## src/rtl/core/stns_ram.sv

```systemverilog
// Generic single-port RAM with registered read.
`default_nettype none
module stns_ram #(
    parameter int WIDTH = 8,
    parameter int DEPTH = 256
) (
    input  wire logic                     clk,
    input  wire logic                     we,
    input  wire logic [$clog2(DEPTH)-1:0] addr,
    input  wire logic [WIDTH-1:0]         wdata,
    output logic      [WIDTH-1:0]         rdata
);
    logic [WIDTH-1:0] mem [DEPTH];

    always_ff @(posedge clk)
    begin
        if (we)
        begin
            mem[addr] <= wdata;
        end
        rdata <= mem[addr];
    end
endmodule
`default_nettype wire

```

## config.mk

```make
export PLATFORM = sky130hd
export DESIGN_NAME = stns_ram
export DESIGN_NICKNAME = d
export VERILOG_FILES = /design/src/rtl/core/stns_ram.sv
export SDC_FILE = /design/constraint.sdc
export NUM_CORES = 2
export LEC_CHECK = 0
export BUFFER_PORTS_ARGS = -buffer_cell sky130_fd_sc_hd__buf_2
export CORE_ASPECT_RATIO = 1.75
export CORE_MARGIN = 2
export CORE_UTILIZATION = 60
export CTS_CLUSTER_SIZE = 8
export DETAILED_ROUTE_END_ITERATION = 8
export PLACE_DENSITY = 0.72
export SETUP_SLACK_MARGIN = 0.02
export SYNTH_ARGS = -nofsm -noshare
export SYNTH_HDL_FRONTEND = slang
export SYNTH_SLANG_ARGS = --single-unit
```

## constraint.sdc

```tcl
create_clock -name clk -period 3.2 [get_ports clk]
set_input_delay 0.48 -clock clk [delete_from_list [all_inputs] [get_ports clk]]
set_output_delay 0.48 -clock clk [all_outputs]
set_load 0.005 [all_outputs]
```

# Word-level counts from Yosys, hierarchy flattened
# Memory sizes are Yosys's and may differ from the RTL's. A register that Yosys moved wholly into a read port is not among the register bits.
# Cells that the tools add are included.
# word_totals
latchBits	0
out_inout_bits	8
mem_bits_ro	0
word_cells	3
reg_bits	0
mem_count	1
input_bits	18
mem_bits_rw	2048
# classes
bitwise	0
eq_ne	0
magnitude_cmp	0
add_sub_neg	0
muxes	2
n_div	0
n_reduce_logical	0
shift	0
mul	0
# mem_list
memory	words	width	rd	rd_clocked_by_memory_dff	write_ports	line	source
mem	256	8	1	1	1	13	logic [WIDTH-1:0] mem [DEPTH];
# op_table
op	count
$mux W1	2

# Logic depth before layout (Yosys ltp)
# depth
word_depth	2
ltp_mapped	10
ltp_nobuf	5

# Least setup slack after synthesis
# Ideal clock, no wire load.
# synth_timing
path_kind	input port to flip-flop
startpoint	input port addr[1]
endpoint	memory mem[111][0] (enable)
cell_stages	9
slack_ps	501
t_arrival_ps	2329
t_required_ps	2830
path_cell_list	buf_2 > clkbuf_1 > clkbuf_1 > nand2_1 > buf_2 > nor2_1 > nand2_1 > clkbuf_1 > nor2_1
# synth_lines
element	line	source
start: declaration	9	input wire logic [$clog2(DEPTH)-1:0] addr,
end: declaration	13	
# No word-level cell before the write port.

==> metrics <==
status=finished, final reports clean; launch point of the worst hold path=wdata[6]; detailed-placement wirelength estimate=120900 um; Util after Layout=71.03%; post-layout min period=about 3.1 ns; average routed wire per standard cell=34.10 um; hold buffer count at CTS=0; via count of the first global-routing pass=42.51k; I/O pin count=26; number of antenna violations at the first check in global routing=4; min-delay worst type=input port to register; leading area contributor after synthesis=edfxtp_1; routed vias=40.18k; clock root buffer=clkbuf_16; final setup violating endpoints=0; worst endpoint data arrival time=around 3.8 ns; Chip Height=482.5 um; Longest Clk Path Bufs=4; DRC violation count after routing=0; number of instances resized during post-cts repair=0; slew at the pin with the worst max-slew slack=1.070 ns; number of violations reported at the end of detailed-routing iteration 0=about 4.7k; Clock Sinks=2056; post-synthesis register bit count=2056; number of nets in the finished design=4164; async set-reset flop share out of synthesis=0%; fraction of final layout cells with drive strength greater than 1=32.51%; clock transition at the register clock pins on the worst setup and hold paths after CTS=about 0.05 ns; DRT Wirelength=200000 um; GPL Wtd Cong=0.8534; endpoint kind of the worst setup timing path=register; most frequently used cell type in the post-synthesis netlist=edfxtp_1; overall die width=277.4 um; delay of the slowest cell on the worst path=0.96 ns; part of the Yosys area used for sequential elements=78.55%; power density over cell area=650.2 nW/um2; overall track demand over capacity in global routing=between 30% and 40%; Post-synth top flop=edfxtp_1; number of cells on the worst hold path=1; count of placed standard cells in the final layout, fillers left out=around 5.9k; placed instance count=5519; worst path required time=roughly 4 ns; cell count of the worst reg-to-reg path=6; Worst IR Drop VDD=690.4 uV; average cell area after synthesis=22.13 um2; count of final hold-check violations=0; cell area after synthesis=78490 um2; post-DR vias/cell=6.848; cell types with the largest area share after synthesis=edfxtp_1 (78%), mux4_2 (15%), a22oi_1 (2.4%); Num CTS Buffers=just over 300; Post CTS Setup Buffer Count=0; CTS tree=yes; proportion of power drawn by combinational gates=4.5%; power share of the clock group=between 40 and 50%; setup skew after layout=roughly 0.034 ns; Worst Hold Path EP=mem[181][6]$_DFFE_PP_; number of flops mapped to enable cells by yosys=2048; kind of start point of the critical path=register; drt pass-1 iters=6; Port Buffer Count=25; count of synthesis-stage warnings from yosys=0; final critical-path share of the clock period=95.43%; critical register-to-register path endpoint=rdata[2]$_DFF_P_; reported max-cap violation count=0; launch point of the worst reg-to-reg path=mem[79][2]$_DFFE_PP_; number of nets produced by synthesis=3565; switching power=about 0.012 W; biggest fanout along the worst timing path=1; P_leak=just under 30 nW; cell breakdown of the critical path=mux4_2 -> a22oi_1 -> a21oi_1 -> o41ai_1 -> buf_4 -> nand4_1; post-synth cell types=22; CTS H-tree lvls=5; remaining antenna violation count after routing=0; relative slew slack=27.71%; maximum number of pins on one net before global-route repair=121; maximum clock frequency=327.5 MHz; proportion of power drawn by flip-flops and latches=49.7%; first-pass GRT wire length=290900 um; total die area=133800 um2; category of the most critical setup path=register to register; synthesis-to-layout area growth=17.50%; slowest library cell on the worst path=o41ai_1; Net Sw Frac=20.18%; number of placement rows=about 180; proportion of netlist area held by the largest area contributor=between 70 and 80%; slack of the worst reg-to-reg path=around 0.15 ns; Core Box Area=129800 um2; most instantiated cells after synthesis=edfxtp_1 (2048), mux4_2 (512), a22oi_1 (256); max-slew violations=0; Post-Synthesis Cells=3547; GRT Residual Overflow=0; clock latency reported for the late side of the worst-skew pair=0.90 ns; Cell Int Power=0.04787 W; RSZ-0062 raised after global routing=no; Initial Utilization=60.45%
[how the worst max path moves through the flow]
stage | slack [ns] | startpoint | to
6_report | 0.15 | mem[79][2]$_DFFE_PP_ | rdata[2]$_DFF_P_
5_1_grt | 0.23 | mem[79][2]$_DFFE_PP_ | rdata[2]$_DFF_P_
4_1_cts | 0.12 | mem[79][2]$_DFFE_PP_ | rdata[2]$_DFF_P_
3_5_place_dp | -0.52 | addr[0] | rdata[2]$_DFF_P_
3_3_place_gp | -0.87 | addr[0] | rdata[6]$_DFF_P_
2_1_floorplan | 0.50 | addr[1] | mem[111][0]$_DFFE_PP_
[sequential cells by signal, summed over array words and instances (netlist names)]
| signal | flops |
|---|---|
| mem | 2048 |
| rdata | 8 |
[layout make-up]
cell class	count	area, um2
multi-input combinational	1258	15770
clock inverter	6	75.07
sequential	2056	61660
inverter	1	3.754
clock buffer	339	7909
timing repair buffer	523	4705
antenna	3	7.507
fill	7178	37610
tap	1681	2103
[power by group through the flow]
stage	clock network, W	registers, W	logic [W]
2_1_floorplan	0	0.0303	0.00132
3_3_place_gp	0	0.0303	0.00258
3_5_place_dp	0	0.0303	0.00266
4_1_cts	0.0277	0.0298	0.00269
5_1_grt	0.0288	0.0298	0.00280
6_report	0.0275	0.0298	0.00269
[metrics by stage]
step                      hold slack [ns]  total power (W)  setup TNS (ns)  setup WS [ns]  cell area [um2]
after floorplan                    0.5789          0.03159               0         0.5013            78490
after global placement             0.9171          0.03286          -2.374        -0.8712            84230
after detailed placement           0.9174          0.03295          -2.139        -0.5249            84240
after CTS                          0.1485          0.06022               0         0.1158            92220
after global routing               0.1678          0.06133               0         0.2260            92220
final                              0.1713          0.05997               0         0.1464            92230
[critical path: cells and delay by family (launching register included)]
| kind | cells | cell delay (ns) |
|---|---|---|
| AO/OA/AOI/OAI | 3 | 1.65 |
| multiplexers | 1 | 0.48 |
| flip-flops | 1 | 0.37 |
| buffers and inverters | 1 | 0.29 |
| AND/OR/NAND/NOR | 1 | 0.10 |
[routing by layer]
metal	up-vias	routed length, um	global-route usage, %
met5	-	27	0
met4	4	11890	16.76
met3	511	16180	5.822
met2	2338	105300	52.63
met1	21206	66680	36.44
li1	16117	-	-
[placed cells by master, fill, tap and decap left out, types with 30 or more instances in the layout]
cell type and instances:
nor2_1 231, a21oi_1 128, buf_4 438, clkbuf_16 312
o41ai_1 31, edfxtp_1 2048, a22oi_1 256, nor3_1 30
mux4_2 512, buf_12 60
[kinds of logic (layout without fill, tap and decap cells)]
family,after synthesis,after routing,share of synthesized area [%]
AO/OA/AOI/OAI,416,416,3.622
buffers and inverters,233,869,1.401
flip-flops,2056,2056,78.55
multiplexers,512,512,14.69
other,0,3,0
AND/OR/NAND/NOR,330,330,1.733
(Power assumes the default switching activity.)
