## src/rtl/core/stns_div.sv

```systemverilog
// Iterative signed divider: one quotient bit per cycle, truncating toward zero.
`default_nettype none
module stns_div (
    input  wire logic        clk,
    input  wire logic        rst_n,
    input  wire logic        start,
    input  wire logic signed [24:0] dividend,
    input  wire logic [8:0]  divisor,
    output logic             done,
    output logic [16:0]      quotient
);
    logic [23:0] rem_reg, rem_next;
    logic [23:0] quo_reg, quo_next;
    logic [8:0]  den_reg, den_next;
    logic        neg_reg, neg_next;
    logic [4:0]  cnt_reg, cnt_next;
    logic        busy_reg, busy_next;
    logic        done_reg, done_next;
    logic [24:0] trial;
    logic [23:0] mag;
    logic [23:0] qsign;

    assign mag   = dividend[24] ? 24'(-dividend) : dividend[23:0];
    assign trial = {rem_reg, quo_reg[23]} - {16'd0, den_reg};
    assign qsign = neg_reg ? -quo_reg : quo_reg;

    // shift-subtract step
    always_comb
    begin
        rem_next  = rem_reg;
        quo_next  = quo_reg;
        den_next  = den_reg;
        neg_next  = neg_reg;
        cnt_next  = cnt_reg;
        busy_next = busy_reg;
        done_next = 1'b0;
        if (start)
        begin
            rem_next  = '0;
            quo_next  = mag;
            den_next  = divisor;
            neg_next  = dividend[24];
            cnt_next  = 5'd0;
            busy_next = 1'b1;
        end
        else if (busy_reg)
        begin
            if (!trial[24])
            begin
                rem_next = trial[23:0];
                quo_next = {quo_reg[22:0], 1'b1};
            end
            else
            begin
                rem_next = {rem_reg[22:0], quo_reg[23]};
                quo_next = {quo_reg[22:0], 1'b0};
            end
            cnt_next = cnt_reg + 5'd1;
            if (cnt_reg == 5'd23)
            begin
                busy_next = 1'b0;
                done_next = 1'b1;
            end
        end
    end

    always_ff @(posedge clk or negedge rst_n)
    begin
        if (!rst_n)
        begin
            busy_reg <= 1'b0;
            done_reg <= 1'b0;
            cnt_reg  <= '0;
        end
        else
        begin
            busy_reg <= busy_next;
            done_reg <= done_next;
            cnt_reg  <= cnt_next;
        end
    end

    always_ff @(posedge clk)
    begin
        rem_reg <= rem_next;
        quo_reg <= quo_next;
        den_reg <= den_next;
        neg_reg <= neg_next;
    end

    assign done     = done_reg;
    assign quotient = qsign[16:0];
endmodule
`default_nettype wire

```

## config.mk

```make
export PLATFORM = sky130hd
export DESIGN_NAME = stns_div
export DESIGN_NICKNAME = d
export VERILOG_FILES = /design/src/rtl/core/stns_div.sv
export SDC_FILE = /design/constraint.sdc
export NUM_CORES = 1
export LEC_CHECK = 0
export BUFFER_PORTS_ARGS = -buffer_cell sky130_fd_sc_hd__buf_2
export CELL_PAD_IN_SITES_DETAIL_PLACEMENT = 1
export CELL_PAD_IN_SITES_GLOBAL_PLACEMENT = 1
export CORE_ASPECT_RATIO = 0.75
export CORE_MARGIN = 10
export CORE_UTILIZATION = 25
export CTS_CLUSTER_DIAMETER = 40
export DETAILED_ROUTE_END_ITERATION = 12
export GPL_TIMING_DRIVEN = 0
export MAX_ROUTING_LAYER = met4
export PLACE_DENSITY = 0.52
export SLEW_MARGIN = 20
export SYNTH_ARGS = -nofsm -noshare
export SYNTH_HDL_FRONTEND = slang
export SYNTH_SLANG_ARGS = --single-unit
export TNS_END_PERCENT = 100
```

## constraint.sdc

```tcl
create_clock -name clk -period 8.7 [get_ports clk]
set_input_delay 0.435 -clock clk [delete_from_list [all_inputs] [get_ports clk]]
set_output_delay 0.435 -clock clk [all_outputs]
set_load 0.02 [all_outputs]
```

==> After elaboration in Yosys (flattened, before gate mapping) <==
Cells that the tools add are included.
{ "op_classes": {"n_addsub": 4, "mul": 0, "n_div": 0, "order_cmp": 0, "n_eq_ne": 1, "n_shift": 0, "n_mux": 14, "n_bitwise": 0, "reduce_logical": 1} }
{ "op_table": {"columns": ["op", "count"], "rows": [
  ["24-bit 2-to-1 mux", 4],
  ["25-bit by 9-bit subtractor with 25-bit output", 1],
  ["24-bit negation", 1],
  ["17-bit 2-to-1 mux", 1],
  ["17-bit negation", 1],
  ["5-bit 2-to-1 mux", 2],
  ["1-bit 2-to-1 mux", 7],
  ["5-bit by 1-bit adder with 5-bit output (second input constant)", 1],
  ["5-bit equality test (second input constant)", 1],
  ["2-bit nonzero test", 1]
]} }
{ "word_totals": {"ff_bits": 65, "latchBits": 0, "ramBits": 0, "mem_bits_ro": 0, "input_bits": 37, "memories": 0} }

==> Logic depth before layout (Yosys ltp) <==
Gate-level depths: netlist of run 1.
{ "depth": {"word_depth": 4, "depth_mapped": 11, "depth_no_buf": 10} }

==> Worst setup path after synthesis of run 1 <==
Ideal clock, no wire load.
{ "synth_timing": {"kind": "input-to-reg", "from": "input dividend[11]", "to": "register quo_reg[22] (data pin)", "t_arrival_ns": 2.697, "required_time_ns": 8.430, "setup_slack_ns": 5.733, "cell_stages": 7, "n_path_buf": 0, "path_cell_list": "or4_1 -> or4_1 -> or2_2 -> or4_1 -> o41ai_1 -> xor2_1 -> a21oi_1"} }
{ "synth_via": {"elab_chain_cells": 3} }
{ "synth_rtl": {"columns": ["element", "line", "source"], "rows": [
  ["from (decl)", "7", "input wire logic signed [24:0] dividend,"],
  ["24-bit negation", "23", "assign mag = dividend[24] ? 24'(-dividend) : dividend[23:0];"],
  ["24-bit 2-to-1 mux", "23", null],
  ["24-bit 2-to-1 mux", "37", "if (start)"],
  ["via quo_next[22]", "13", "logic [23:0] quo_reg, quo_next;"],
  ["to (signal assigned)", "86", "quo_reg <= quo_next;"],
  ["to (decl)", "13", null]
]} }
The timed path passes the listed nets, and every way through them passes these cells.
A chain may end at the register's enable or synchronous reset.

==> Worst setup path in the final report of run 1 <==
{ "layout_timing": {"from": "register quo_reg[23]", "to": "register rem_reg[15]"} }
{ "layout_via": {"elab_chain_cells": 2} }
{ "layout_rtl": {"columns": ["element", "line", "source"], "rows": [
  ["25-bit by 9-bit subtractor with 25-bit output", "24", "assign trial = {rem_reg, quo_reg[23]} - {16'd0, den_reg};"],
  ["24-bit 2-to-1 mux", "48", "if (!trial[24])"],
  ["to (signal assigned)", "85", "rem_reg <= rem_next;"],
  ["to (decl)", "12", "logic [23:0] rem_reg, rem_next;"]
]} }
Every way passes these cells.

==> impl_metrics.env, run 1 <==
export IMPL_outcome="finished, final reports clean"
export IMPL_dr_total_vias=3531
export IMPL_die_w_um=168
export IMPL_cts_max_path_buffers=2
export IMPL_slew_violations=0
export IMPL_die_area_um2=21900
export IMPL_irDropWorstVdd_mv=0.0991
export IMPL_final_area_um2=4930
export IMPL_syn_area_um2=4080
export IMPL_finalHoldViolations=0
export IMPL_viasPerCell=4.84
export IMPL_synth_edf_count=34
export IMPL_synthFlopType="edfxtp_1"
export IMPL_portBuffers=54
export IMPL_ys_ff_latch=65
export IMPL_ctsHoldBuffers=1
export IMPL_p_clk_share_pct=26.1
export IMPL_cts_root_buf="clkbuf_16"
export IMPL_crit_slowest_cell="clkbuf_1"
export IMPL_synth_top_cells_by_count="nor2_1 (64), edfxtp_1 (34), nand2_1 (34)"
export IMPL_setup_worst_path_end_class="flip-flop"
export IMPL_yosysUniqueCellTypes=56
export IMPL_synth_top_area_cell="edfxtp_1"
export IMPL_insertion_delay_ns=0.34
export IMPL_synthCells=448
export IMPL_fin_hold_ws_ns=0.266
export IMPL_dr_first_iter_drc_count=149
export IMPL_skew_ns=0.00855
export IMPL_placed_cell_area_um2=4610
export IMPL_antenna_left=0
export IMPL_fin_tns_setup_ns=0
export IMPL_critPathRequiredTime_ns=8.94
export IMPL_syn_area_per_cell_um2=9.11
export IMPL_totalWireLength_um=12300
export IMPL_slew_headroom_pct=29.2
export IMPL_cts_clk_slew_worst_paths_ns=0.06
export IMPL_grt_overflow_total=0
export IMPL_area_delta_synth_final_pct=20.8
export IMPL_worstMarginPinSlew_ns=1.06
export IMPL_grt_pass1_wl_um=20200
export IMPL_startpoint_type="flip-flop"
export IMPL_max_stage_delay_ns=0.55
export IMPL_path_cells="inv_1 -> ha_1 -> fa_1 -> nand2b_1 -> a21o_1 -> a31o_2 -> o211ai_1 -> xor2_1 -> clkbuf_1 -> nand4_1 -> a311oi_1"
export IMPL_final_setup_viol_count=0
export IMPL_p_total_mw=1.46
export IMPL_power_internal_mw=0.907
export IMPL_cts_repair_resized=0
export IMPL_yosysMostFrequentCell="nor2_1"
export IMPL_start_util_pct=25.5
export IMPL_power_share_switching_pct=38.1
export IMPL_yosysWarnings=0
export IMPL_detailed_place_hpwl_um=9290
export IMPL_grt_max_degree=26
export IMPL_drive_gt1_share_pct=16.0
export IMPL_core_um2=16000
export IMPL_async_flop_share_pct=10.8
export IMPL_crit_arrival_ns=4.01
export IMPL_hp_class="primary input to flip-flop"
export IMPL_p_comb_share_pct=42.0
export IMPL_antenna_found_initial=0
export IMPL_period_share_pct=43.4
export IMPL_track_usage_pct=11.8
export IMPL_rows=40
export IMPL_powerDensity_nw_per_um2=297
export IMPL_route_detailed_drc=0
export IMPL_rsz0062_at_grt="false"
export IMPL_cp_max_fo=10
export IMPL_p_sw_mw=0.558
export IMPL_h_tree_depth=3
export IMPL_ys_seq_area_share_pct=41.1
export IMPL_timing_fmax_mhz=265
export IMPL_numCtsBuffers=9
export IMPL_leakage_nw=1.95
export IMPL_maxCapViolCount=0
export IMPL_grt_pass1_vias=3695
export IMPL_crit_type="flip-flop to flip-flop"
export IMPL_final_core_util_pct=30.8
export IMPL_fin_nets=564
export IMPL_cts_setup_buffers=0
export IMPL_die_h_um=131
export IMPL_finalCriticalPeriod_ns=3.77
export IMPL_wl_per_cell_um=16.9
export IMPL_firstDrtPassIters=4
export IMPL_syn_nets=498
export IMPL_gp_congestion=0.791
export IMPL_ios=55
export IMPL_ys_top_cells_by_area="edfxtp_1 (25%), dfxtp_1 (12%), xor2_1 (6.2%), nor2_1 (5.9%), xnor2_1 (5.4%)"
export IMPL_netlist_area_leader_share_pct=25.0
export IMPL_cts_tree="done"
export IMPL_seq_power_share_pct=31.9
export IMPL_cts_sinks=65
export IMPL_num_antenna_cells=0
-- power by group through the flow --
stage                     sequential [mW]  combinational, mW  clock (mW)
after global placement              0.473              0.606           0
after global routing                0.480              0.694       0.409
final                               0.468              0.615       0.382
after CTS                           0.468              0.625       0.397
after floorplan                     0.449              0.467           0
after detailed placement            0.473              0.620           0
-- final cells by class --
cell class | instances | area (um2)
buffer | 23 | 91.3
clock buffer | 12 | 236
clock inverter | 4 | 68.8
fill | 1894 | 11100
inverter | 17 | 63.8
multi-input combinational | 343 | 2250
sequential | 65 | 1680
tap | 210 | 263
timing repair buffer | 55 | 280
-- critical path: cells and delay by family, from the launching register on --
| family | cells | cell delay, ns |
|---|---|---|
| buffers and inverters | 2 | 0.61 |
| adders and majority gates | 2 | 0.64 |
| AOI/OAI and AO/OA | 4 | 1.12 |
| and+or+nand+nor | 2 | 0.40 |
| xor gates and xnor gates | 1 | 0.51 |
| DFF | 1 | 0.39 |
-- per-stage QoR --
stage / worst slack, ns / cells
floorplan: 5.73 / 448
global placement: 5.05 / 712
detailed placement: 4.97 / 712
CTS: 4.87 / 729
global route: 4.67 / 729
finish: 4.93 / 729
-- cell families (layout without fill, tap and decap cells) --
group / count (synthesis) / in the layout / share of synthesized area [%]
muxes: 5 / 5 / 1.23
DFF: 65 / 65 / 41.1
buffers and inverters: 40 / 111 / 3.80
and+or+nand+nor: 166 / 166 / 20.6
AOI/OAI and AO/OA: 104 / 104 / 17.1
adders and majority gates: 13 / 13 / 4.17
xor gates and xnor gates: 55 / 55 / 12.0
-- final timing paths --
| check | cells past startpoint | from | slack (ns) | endpoint |
|---|---|---|---|---|
| min in group asynchronous | 2 | rst_n | 0.45 | busy_reg$_DFF_PN0_ |
| max in group asynchronous | 2 | rst_n | 8.09 | cnt_reg[3]$_DFFE_PN0P_ |
| min | 1 | divisor[7] | 0.27 | den_reg[7]$_DFFE_PP_ |
| max | 11 | quo_reg[23]$_DFFE_PP_ | 4.93 | rem_reg[15]$_SDFFE_PP0P_ |
| min reg2reg | 2 | rem_reg[7]$_SDFFE_PP0P_ | 0.49 | rem_reg[7]$_SDFFE_PP0P_ |
| max reg2reg | 11 | quo_reg[23]$_DFFE_PP_ | 4.93 | rem_reg[15]$_SDFFE_PP0P_ |
-- layout by cell type (no fill, tap or decap), types with 8 or more instances in the layout --
| cell type | instances |
|---|---|
| or4_1 | 10 |
| clkbuf_16 | 9 |
| o31ai_1 | 15 |
| a311oi_1 | 12 |
| inv_1 | 17 |
| ha_1 | 12 |
| nand2_1 | 34 |
| nand2b_1 | 8 |
| o21ai_0 | 23 |
| clkbuf_1 | 23 |
| buf_2 | 55 |
| xor2_1 | 29 |
| xnor2_1 | 25 |
| dfxtp_1 | 24 |
| a21oi_1 | 28 |
| edfxtp_1 | 34 |
| nor2_1 | 64 |
-- layer usage --
metal | up-vias | GRT usage (%) | part of all wire (%)
li1 | 1767 | - | -
met1 | 1707 | 15.9 | 53
met2 | 45 | 17.0 | 43
met3 | 12 | 3.07 | 3.2
met4 | 0 | 3.63 | 1.2
met5 | - | - | 0
Power figures use the tool's default switching activity.
==> run 2, diff against run 1 <==
--- a/config.mk
+++ b/config.mk
@@ -15,7 +15,7 @@
 export DETAILED_ROUTE_END_ITERATION = 12
 export GPL_TIMING_DRIVEN = 0
 export MAX_ROUTING_LAYER = met4
-export PLACE_DENSITY = 0.52
+export PLACE_DENSITY = 0.54
 export SLEW_MARGIN = 20
 export SYNTH_ARGS = -nofsm -noshare
 export SYNTH_HDL_FRONTEND = slang
==> constraint.sdc (replaced) <==
create_clock -name clk -period 3.2 [get_ports clk]
set_input_delay 0.16 -clock clk [delete_from_list [all_inputs] [get_ports clk]]
set_output_delay 0.16 -clock clk [all_outputs]
set_load 0.02 [all_outputs]
==> run 2 against run 1 <==
Die area did not move. Combinational power rose to 2.9 times the previous value. Total power rose to 2.8 times the previous value. Largest power group unchanged. Fmax rose by 25%. Global-route usage fell by 0.15 points. Final cell count rose by 1.4%. Critical path type unchanged. Via count rose by 2.1%. Critical endpoint is now rem_reg[19]$_SDFFE_PP0P_. Clock skew fell by 0.0024 ns. Clock-buffer cell count fell by 1.
==> impl_metrics.env, run 2 (synthesized netlist as in run 1, its figures left out) <==
export IMPL_cts_tree="done"
export IMPL_critPathRequiredTime_ns=3.45
export IMPL_drive_gt1_share_pct=17.8
export IMPL_dp_cells=712
export IMPL_insertion_delay_ns=0.34
export IMPL_r2r_end="rem_reg[19]$_SDFFE_PP0P_"
export IMPL_num_antenna_cells=0
export IMPL_irDropWorstVdd_mv=0.310
export IMPL_startpoint="quo_reg[23]$_DFFE_PP_"
export IMPL_cp_num_cells=11
export IMPL_outcome="finished, final reports clean"
export IMPL_rows=40
export IMPL_die_h_um=131
export IMPL_ff2ff_setup_slack_ns=0.19
export IMPL_cts_max_path_buffers=2
export IMPL_core_um2=16000
export IMPL_period_share_pct=94.0
export IMPL_cts_root_buf="clkbuf_16"
export IMPL_crit_type="flip-flop to flip-flop"
export IMPL_grt_pass1_wl_um=20000
export IMPL_startpoint_type="flip-flop"
export IMPL_hp_class="primary input to flip-flop"
export IMPL_powerDensity_nw_per_um2=806
export IMPL_final_area_um2=5100
export IMPL_rsz0062_at_grt="false"
export IMPL_maxCapViolCount=0
export IMPL_fin_hold_ws_ns=0.0994
export IMPL_ios=55
export IMPL_track_usage_pct=11.7
export IMPL_final_common_cell="nor2_1"
export IMPL_gp_congestion=0.798
export IMPL_start_util_pct=25.5
export IMPL_worst_path_buf_inv=2
export IMPL_timing_fmax_mhz=332
export IMPL_route_detailed_drc=0
export IMPL_cts_clk_slew_worst_paths_ns=0.06
export IMPL_die_area_um2=21900
export IMPL_final_setup_viol_count=0
export IMPL_numCtsBuffers=9
export IMPL_mostFrequentLayoutCells="nor2_1 (64), buf_2 (54), nand2_1 (34), edfxtp_1 (34)"
export IMPL_area_delta_synth_final_pct=25.0
export IMPL_cp_top_family="compound AO/OA/AOI/OAI gates"
export IMPL_fill_cells=1894
export IMPL_worstMarginPinSlew_ns=0.911
export IMPL_p_total_mw=4.11
export IMPL_die_w_um=168
export IMPL_slew_violations=0
export IMPL_final_instance_count_excl_fill=739
export IMPL_dr_first_iter_drc_count=185
export IMPL_max_stage_delay_ns=0.55
export IMPL_antenna_left=0
export IMPL_crit_end="rem_reg[19]$_SDFFE_PP0P_"
export IMPL_reg2reg_from="quo_reg[23]$_DFFE_PP_"
export IMPL_path_cells="inv_1 -> ha_1 -> fa_2 -> nand2b_1 -> a21o_1 -> a31o_2 -> o211ai_1 -> buf_4 -> xnor2_4 -> or4_4 -> a311oi_2"
export IMPL_finalHoldViolations=0
export IMPL_final_core_util_pct=31.9
export IMPL_portBuffers=54
export IMPL_fin_nets=574
export IMPL_crit_arrival_ns=3.26
export IMPL_grt_pass1_vias=3719
export IMPL_viasPerCell=4.88
export IMPL_antenna_found_initial=0
export IMPL_setup_worst_path_end_class="flip-flop"
export IMPL_totalWireLength_um=12400
export IMPL_slew_headroom_pct=38.9
export IMPL_crit_slowest_cell="or4_4"
export IMPL_cp_max_fo=8
export IMPL_placed_cell_area_um2=4610
export IMPL_worstRegToRegCells=11
export IMPL_leakage_nw=2.01
export IMPL_detailed_place_hpwl_um=9210
export IMPL_wl_per_cell_um=16.8
export IMPL_dr_total_vias=3606
export IMPL_h_tree_depth=3
export IMPL_cts_sinks=65
export IMPL_grt_overflow_total=0
export IMPL_skew_ns=0.00616
export IMPL_finalCriticalPeriod_ns=3.01
export IMPL_grt_max_degree=26
export IMPL_firstDrtPassIters=4
run 2: cell types whose count changed in the layout (fill, tap and decap cells not counted), sizes merged:
cell / before / now
dlygate4sd3: 1 / 10
buf: 57 / 59
clkbuf: 32 / 30
clkinv: 2 / 4
bufinv: 2 / 1
clkinvlp: 0 / 1
inv: 17 / 16
run 2: metrics by stage:
| stage | worst slack (ns) | TNS, ns |
|---|---|---|
| finish | 0.191 | 0 |
| CTS | 0.0963 | 0 |
| floorplan | 0.291 | 0 |
| global route | 0.0266 | 0 |
| global placement | -0.378 | -2.91 |
| detailed placement | -0.330 | -2.60 |
run 2: how the worst min path moves through the flow:
stage,cells after the start,slack (ns),end,from
6_report,1,0.1,neg_reg$_DFFE_PP_,dividend[24]
5_1_grt,1,0.10,neg_reg$_DFFE_PP_,dividend[24]
4_1_cts,1,0.09,neg_reg$_DFFE_PP_,dividend[24]
3_5_place_dp,1,0.02,cnt_reg[0]$_DFFE_PN0P_,rst_n
3_3_place_gp,1,0.007,cnt_reg[1]$_DFFE_PN0P_,rst_n
2_1_floorplan,0,-0.14,busy_reg$_DFF_PN0_,rst_n
run 2: per-layer routing:
layer | up-vias | wire length [um] | global-route usage [%]
li1 | 1777 | - | -
met1 | 1754 | 6370 | 15.4
met2 | 61 | 5440 | 17.4
met3 | 14 | 484 | 2.86
met4 | 0 | 143 | 3.58
met5 | - | 0 | -
run 2: worst register-to-register path, delay by kind of cell, from the launching register on:
kind	cells	cell delay, ns
flip-flops	1	0.36
XOR/XNOR	1	0.13
buffers and inverters	2	0.25
AND/OR/NAND/NOR	2	0.72
AO/OA/AOI/OAI	4	0.89
adder cells (fa/ha/maj)	2	0.57
run 2: layout make-up:
| cell class | count | area [um2] | share of cell area (%) |
|---|---|---|---|
| multi-input cells | 343 | 2300 | 45.2 |
| flip-flops and latches | 65 | 1680 | 32.9 |
| repair buffers | 65 | 378 | 7.41 |
| clock buffers | 11 | 264 | 5.18 |
| well taps | 210 | 263 | 5.15 |
| plain buffers | 23 | 101 | 1.99 |
| inverters | 17 | 63.8 | 1.25 |
| clock inverters | 5 | 51.3 | 1.01 |
run 2: timing repair:
| item | in CTS | in global routing |
|---|---|---|
| pin swaps | 1 | 0 |
| setup endpoints to repair | 12 | 14 |
| gates resized for setup | 5 | 8 |
| hold endpoints to repair | 16 | 0 |
| buffers inserted | 1 | 0 |
| hold buffers | 10 | 0 |
run 2: where the power goes:
group / switching, mW / leakage [nW] / total, mW / internal [mW]
logic: 0.992 / 1.22 / 1.78 / 0.787
registers: 0.209 / 0.630 / 1.28 / 1.07
clock network: 0.384 / 0.154 / 1.05 / 0.666
